===== config.mk =====
export PLATFORM = sky130hd
export DESIGN_NAME = dr32_div_stage
export DESIGN_NICKNAME = d
export VERILOG_FILES = /design/src/dr32_pkg.sv /design/src/dr32_div_stage.sv
export SDC_FILE = /design/constraint.sdc
export NUM_CORES = 1
export LEC_CHECK = 0
export ABC_AREA = 1
export BUFFER_PORTS_ARGS = -buffer_cell sky130_fd_sc_hd__buf_2
export CORE_MARGIN = 5
export CORE_UTILIZATION = 47
export DETAILED_ROUTE_END_ITERATION = 6
export PLACE_DENSITY = 0.77
export SLEW_MARGIN = 20
export SYNTH_ARGS = -nofsm -noshare
export SYNTH_HDL_FRONTEND = slang
export SYNTH_SLANG_ARGS = --single-unit
export TNS_END_PERCENT = 50

===== constraint.sdc =====
create_clock -name clk -period 2.5 [get_ports clk]
set_input_delay 0.75 -clock clk [delete_from_list [all_inputs] [get_ports clk]]
set_output_delay 0.75 -clock clk [all_outputs]
set_load 0.02 [all_outputs]

===== src/dr32_pkg.sv =====
// Shared types and constants for the pipelined divide / remainder unit.
package dr32_pkg;

  localparam int DATA_WIDTH_DEF = 32;

  typedef enum logic [1:0] {
    REQ_DIVU = 2'd0,
    REQ_REMU = 2'd1,
    REQ_DIV  = 2'd2,
    REQ_REM  = 2'd3
  } req_type_t;

  // Control that travels beside the operands through every stage.
  typedef struct packed {
    logic      valid;
    req_type_t op;
    logic      neg_q;
    logic      neg_r;
  } ctl_t;

endpackage


===== src/dr32_div_stage.sv =====
// One restoring-division step: produces one quotient bit and registers it.
module dr32_div_stage #(
  parameter int W = dr32_pkg::DATA_WIDTH_DEF
) (
  input  logic          clk,
  input  logic          rst_n,
  input  logic          en,
  input  dr32_pkg::ctl_t ctl_i,
  input  logic [W-1:0]  rem_i,
  input  logic [W-1:0]  num_i,
  input  logic [W-1:0]  den_i,
  output dr32_pkg::ctl_t ctl_o,
  output logic [W-1:0]  rem_o,
  output logic [W-1:0]  num_o,
  output logic [W-1:0]  den_o
);

  dr32_pkg::ctl_t ctl_r;
  logic [W-1:0]   rem_r, rem_nxt;
  logic [W-1:0]   num_r, num_nxt;
  logic [W-1:0]   den_r;
  logic [W:0]     trial;
  logic [W+1:0]   diff;
  logic           qbit;

  // The dividend shifts out at the top while quotient bits shift in below,
  // so after the last step the numerator register holds the quotient.
  // A zero divisor always subtracts, which yields all ones and the dividend.
  always_comb begin
    trial   = {rem_i, num_i[W-1]};
    diff    = {1'b0, trial} - {2'b00, den_i};
    qbit    = ~diff[W+1];
    rem_nxt = qbit ? diff[W-1:0] : trial[W-1:0];
    num_nxt = {num_i[W-2:0], qbit};
  end

  always_ff @(posedge clk) begin
    if (!rst_n) begin
      ctl_r.valid <= 1'b0;
    end else if (en) begin
      ctl_r <= ctl_i;
    end
  end

  always_ff @(posedge clk) begin
    if (en) begin
      rem_r <= rem_nxt;
      num_r <= num_nxt;
      den_r <= den_i;
    end
  end

  assign ctl_o = ctl_r;
  assign rem_o = rem_r;
  assign num_o = num_r;
  assign den_o = den_r;

endmodule


# Word level (Yosys, flattened, before mapping)
# Index checks and enable logic that the tools add are counted.
totals:
  reg_bits: 101
  inputBits: 104
  output_inout_bits: 101
  wordCells: 11
op_classes:
  n_addsub: 1
  muxes: 1
  bitwise: 1
  n_reduce_logical: 1
op_table:
  columns: ["cell", "n"]
  rows:
  - ["33-bit by 32-bit subtractor with 34-bit output", 1]
  - ["32-bit two-way mux", 1]
  - ["2-bit AND reduction", 1]
  - ["1-bit inverter", 1]

# Depth between registers and ports, before layout
logic_depth:
  word_depth: 2
  ltp_mapped: 15
  ltp_nobuf: 15

# Worst setup path before layout
# No wires, ideal clock.
synth_timing:
  path_kind: "input to register"
  start: "in num_i[31]"
  end: "reg rem_r[28], in the netlist rem_o[28] (data pin)"
  setup_time_ns: 0.252
  arrival_time_ns: 2.167
  required_time_ns: 2.248
  slack_ns: 0.081
  cell_stages: 14
  n_path_buf: 0
  cell_sequence: "inv_1 -> ha_1 -> inv_1 -> fa_1 -> nand3_1 -> nand3_1 -> nand2_1 -> nand2_1 -> nand2_1 -> nand2_1 -> nand2_1 -> nand3_1 -> nand3_2 -> nand2_1"
synth_between:
  elab_chain_len: 2
synth_lines:
  columns: ["element", "line_no", "text"]
  rows:
  - ["start: declaration", "dr32_div_stage.sv:10", "input logic [W-1:0] num_i,"]
  - ["33-bit by 32-bit subtractor with 34-bit output", "dr32_div_stage.sv:31", "diff = {1'b0, trial} - {2'b00, den_i};"]
  - ["32-bit two-way mux", "dr32_div_stage.sv:33", "rem_nxt = qbit ? diff[W-1:0] : trial[W-1:0];"]
  - ["named net rem_nxt[28]", "dr32_div_stage.sv:19", "logic [W-1:0] rem_r, rem_nxt;"]
  - ["end signal: assignment", "dr32_div_stage.sv:47", "rem_r <= rem_nxt;"]
  - ["end: declaration", "dr32_div_stage.sv:19", null]
# The timed path passes the listed nets, and every way through them passes these cells.
# A chain may end at the register's enable or synchronous reset.

# Final worst setup path
layout_timing:
  start: "in den_i[20]"
  end: "reg rem_r[19], in the netlist rem_o[19] (data pin)"
layout_between:
  elab_chain_len: 2
layout_lines:
  columns: ["element", "line_no", "text"]
  rows:
  - ["start: declaration", "dr32_div_stage.sv:11", "input logic [W-1:0] den_i,"]
  - ["33-bit by 32-bit subtractor with 34-bit output", "dr32_div_stage.sv:31", null]
  - ["32-bit two-way mux", "dr32_div_stage.sv:33", null]
  - ["named net rem_nxt[19]", "dr32_div_stage.sv:19", null]
# The timed path passes the listed nets, and every way through them passes these cells.

==> results list <==
* Post-synthesis cell area: 0.00618 mm²
- Layout Area Growth over Synthesis: 38.0%
- For this run the aggregate overflow at the end of global routing stands at 0.
- Worst setup slack for register-to-register paths: 1850 ps
- Max-slew violation total from the final report: 0
* First-pass GRT wire length: 29000 µm
- Cell type with the highest aggregate area in the netlist: edfxtp_1
- Counting along the longest clock path gives a buffer depth of 2.
- Capture instance of the worst register-to-register path: ctl_o[4]$_SDFFE_PN0P_
* Vias: 5806
- The detailed router put a total of 7750 µm of wire on met1.
- The floorplan has 41 rows.
* Share of the synthesized area in the top cell type: 48.6%
- At the end of the flow the core is filled with cells to 66.8%.
- Yosys attributes the largest share of cell area to edfxtp_1, nand2_1, inv_1.
- Total power for the finished layout comes to 0.00497 W.
* Gates resized, CTS repair: 0
- Number of antenna violations at the first check in global routing: 0
* Pin count of the biggest net entering global routing: 31
- Of the total power, the clock network draws 27.4%.
- The critical path goes through buf_2 > inv_1 > ha_1 > nand2_2 > nor2_1 > nand2_1 > nor2_1 > nand2_4 > buf_12 > nand3_1 > nand2_1.
- Uppermost layer routed: met4
- In this run the worst path has a maximum fanout of 19.
- Clock tree from TritonCTS: done
* Cell family with the largest share of critical-path delay: simple AND/OR/NAND/NOR gates
- Dividing the detail-routed wire length by the instance count gives 14.6 µm.
- Met3 wire length: 1220 µm
- Critical path start-end classification: in -> reg
* RR Startpoint: ctl_o[4]$_SDFFE_PN0P_
* Average footprint of a synthesized cell: 8.30 µm²
- Total nets after synthesis: 882
- In this run, post-CTS hold repair placed 0 buffers.
- Of the total power, the share spent switching nets is 32.2%.
- In this run, the number of DRC markers left after iteration 0 of detailed routing was 346.
* Vias in the first global route: 5879
* Number of sinks driven by the clock tree: 101
- The core region is 0.0128 mm².
- DIE WIDTH: 125 µm
* Share of the yosys chip area belonging to registers: 48.9%
* GRT Total Usage: 23.2%
* Worst reg-to-reg path cell count: 2
* Final critical path time including I/O delays and setup: 2410 ps
- Cells with a size suffix above 1 make up 33.8% of the layout.
* Maximum clock rate: 0.415 GHz
- The first TritonRoute pass finished after 5 iterations.
* Post-synthesis register bit count: 101
- For this configuration, the core starts out at a cell density of 48.4%.
- At the end of routability-driven placement, the weighted congestion stood at 0.937.
- Relative slew slack: 68.8%
- For this run, asynchronously set or reset flops after synthesis account for 0%.
- Power density normalized to cell area: 582 mW/mm²
* Post-route antenna net violation count: 0
* Class of the tightest hold or removal check: reg -> reg
- Internal Power: 0.00337 W
* Layout net count: 1192
- At the worst endpoint, the arrival time is 2520 ps.
- For the pin with the worst max-slew slack, the measured transition is 468 ps.
- Post-detailed-route DRC marker count: 0
- Count of yosys warnings during synthesis: 0
* Floorplan die area: 0.0155 mm²
* Clock root buffer: clkbuf_16
- The number of clock buffers added by TritonCTS is 9.
- Critical path startpoint category: input pin
- Final clock skew: 0 ps
- The path with the worst hold slack has its endpoint at ctl_o[4]$_SDFFE_PN0P_.
- Count of buffers from port buffering: 204
- Clock-pin slew was measured on the worst setup and hold paths at 70 ps.
* Max-cap violations: 0
- Vert. Die Dim: 125 µm
- Accumulated negative setup slack: 0 ps
- LEAKAGE: 4.62 nW
* Number of distinct library cells after synthesis: 31
- Fraction of power consumed by sequential logic: 42.5%
- The worst hold path passes through 2 cells.
- The H-tree generated during clock tree synthesis spans 3 levels.
- Clock network latency to the later pin of the worst-skew pair: 350 ps
* Fraction of the cycle the final worst path needs: 96.3%
- STA classifies the critical path endpoint as a flop.
- The number of setup buffers added after CTS is 0.
- 0 antenna diodes ended up in the layout.
- Pin placement for this block handled 205 I/O pins.
- Routed wire length on met2: 8620 µm
- The multi-input combinational cells in the finished layout cover a total of 0.00254 mm².
- Number of fill cells: 1108
* Slowest stage cell, crit path: ha_1
- Combinational cell fraction of total power: 30.1%
- Run status: completed
- Detailed placement finished with a half-perimeter wire length of 14900 µm.
* Worst hold path startpoint: ctl_o[4]$_SDFFE_PN0P_
* Post-synth EDFFs: 100
* Routed WL: 18000 µm
- Synth Flop Type: edfxtp_1
- For this run, the slowest stage of the critical path takes 370 ps.
- IR analysis of the VDD net gives a maximum drop of 0.000332 V.
* Crit path buffers/inverters: 3
* Final-report setup violation count: 0
- Worst EP required: 2610 ps
- Number of endpoints with negative hold slack in the final report: 0
* Net switching power of the design: 0.00160 W
* Number of vias per cell after detailed routing: 4.71
- Registers take 0.00302 mm².
* Number of instances in the synthesized netlist: 745
==> layer usage <==
layer	GRT usage, %	vias to the layer above
met2	39.8	203
met5	0	-
met3	4.63	24
met1	29.2	2597
met4	7.67	0
li1	-	2982
==> worst max path at each step <==
stage / slack (ps) / depth (start not counted) / end / startpoint
final: 90 / 11 / rem_o[19]$_DFFE_PP_ / den_i[20]
after global routing: -4 / 16 / rem_o[28]$_DFFE_PP_ / den_i[4]
after CTS: 110 / 13 / rem_o[19]$_DFFE_PP_ / den_i[20]
after detailed placement: -310 / 13 / rem_o[19]$_DFFE_PP_ / den_i[20]
after global placement: -260 / 13 / rem_o[19]$_DFFE_PP_ / den_i[20]
after floorplan: 80 / 14 / rem_o[28]$_DFFE_PP_ / num_i[31]
==> worst min-delay path: stages, from the launching register on <==
cell and delay, ps:
dfxtp_1 310, o21ai_0 160, a21oi_1 40
==> area by class of cell <==
cell class	count	area share (%)
flip-flops and latches	101	35.4
multi-input cells	488	29.8
repair buffers	308	22.4
inverters	147	6.47
clock buffers	9	2.64
well taps	172	2.52
clock inverters	7	0.763
==> registers in the layout, summed over array words and instances, names as in the netlist <==
register and count:
den_o 32, num_o 32, rem_o 32, ctl_o 5
==> layout by cell type (no fill, tap or decap), types with 2 or more instances in the layout <==
cell type  instances
a21oi_1           19
and2_1            10
buf_12             8
buf_2            203
buf_4             96
clkbuf_16          9
clkinv_4           2
edfxtp_1         100
ha_1              32
inv_1            144
inv_2              3
inv_8              3
nand2_1          263
nand2_2            6
nand3_1           58
nand3_2           14
nand3b_1           5
nand4_1            7
nor2_1            39
nor2_2             4
nor3_1             3
o21ai_0            2
o21bai_1           3
xor2_1            15
==> synth_stat cells (2+ instances only) <==
cell,instances
nand3b_1,5
nand2_2,4
o21bai_1,3
nand3_1,58
inv_1,144
buf_2,5
inv_2,3
nand3_2,14
o21ai_0,2
nor2_2,3
buf_6,2
nor2_1,40
nand4_1,7
and2_1,10
nor3_1,3
a21oi_1,19
xor2_1,15
edfxtp_1,100
ha_1,32
nand2_1,265
==> kinds of logic after synthesis <==
group / count (synthesis) / share of synthesized area (%)
AND/OR/NAND/NOR: 415 / 29.8
buffers and inverters: 156 / 10.1
flip-flops: 101 / 48.9
adder cells (fa/ha/maj): 33 / 6.80
AO/OA/AOI/OAI: 25 / 2.21
XOR/XNOR: 15 / 2.13
==> power by group through the flow <==
stage | logic (W) | clock network, W | registers (W)
after floorplan | 0.000591 | 0 | 0.00238
after global placement | 0.00147 | 0 | 0.00214
after detailed placement | 0.00149 | 0 | 0.00215
after CTS | 0.00150 | 0.00140 | 0.00211
after global routing | 0.00165 | 0.00147 | 0.00213
final | 0.00149 | 0.00136 | 0.00211
==> stage by stage <==
stage               hold slack, ps  area [µm²]  std cells  worst slack [ps]
floorplan                      606        6180        745              80.5
global placement               519        8230       1216              -258
detailed placement             540        8230       1216              -309
CTS                            560        8520       1232               108
global route                   560        8530       1232             -3.52
finish                         558        8530       1232              91.5
Note: power is estimated with default switching activity, not from simulation.
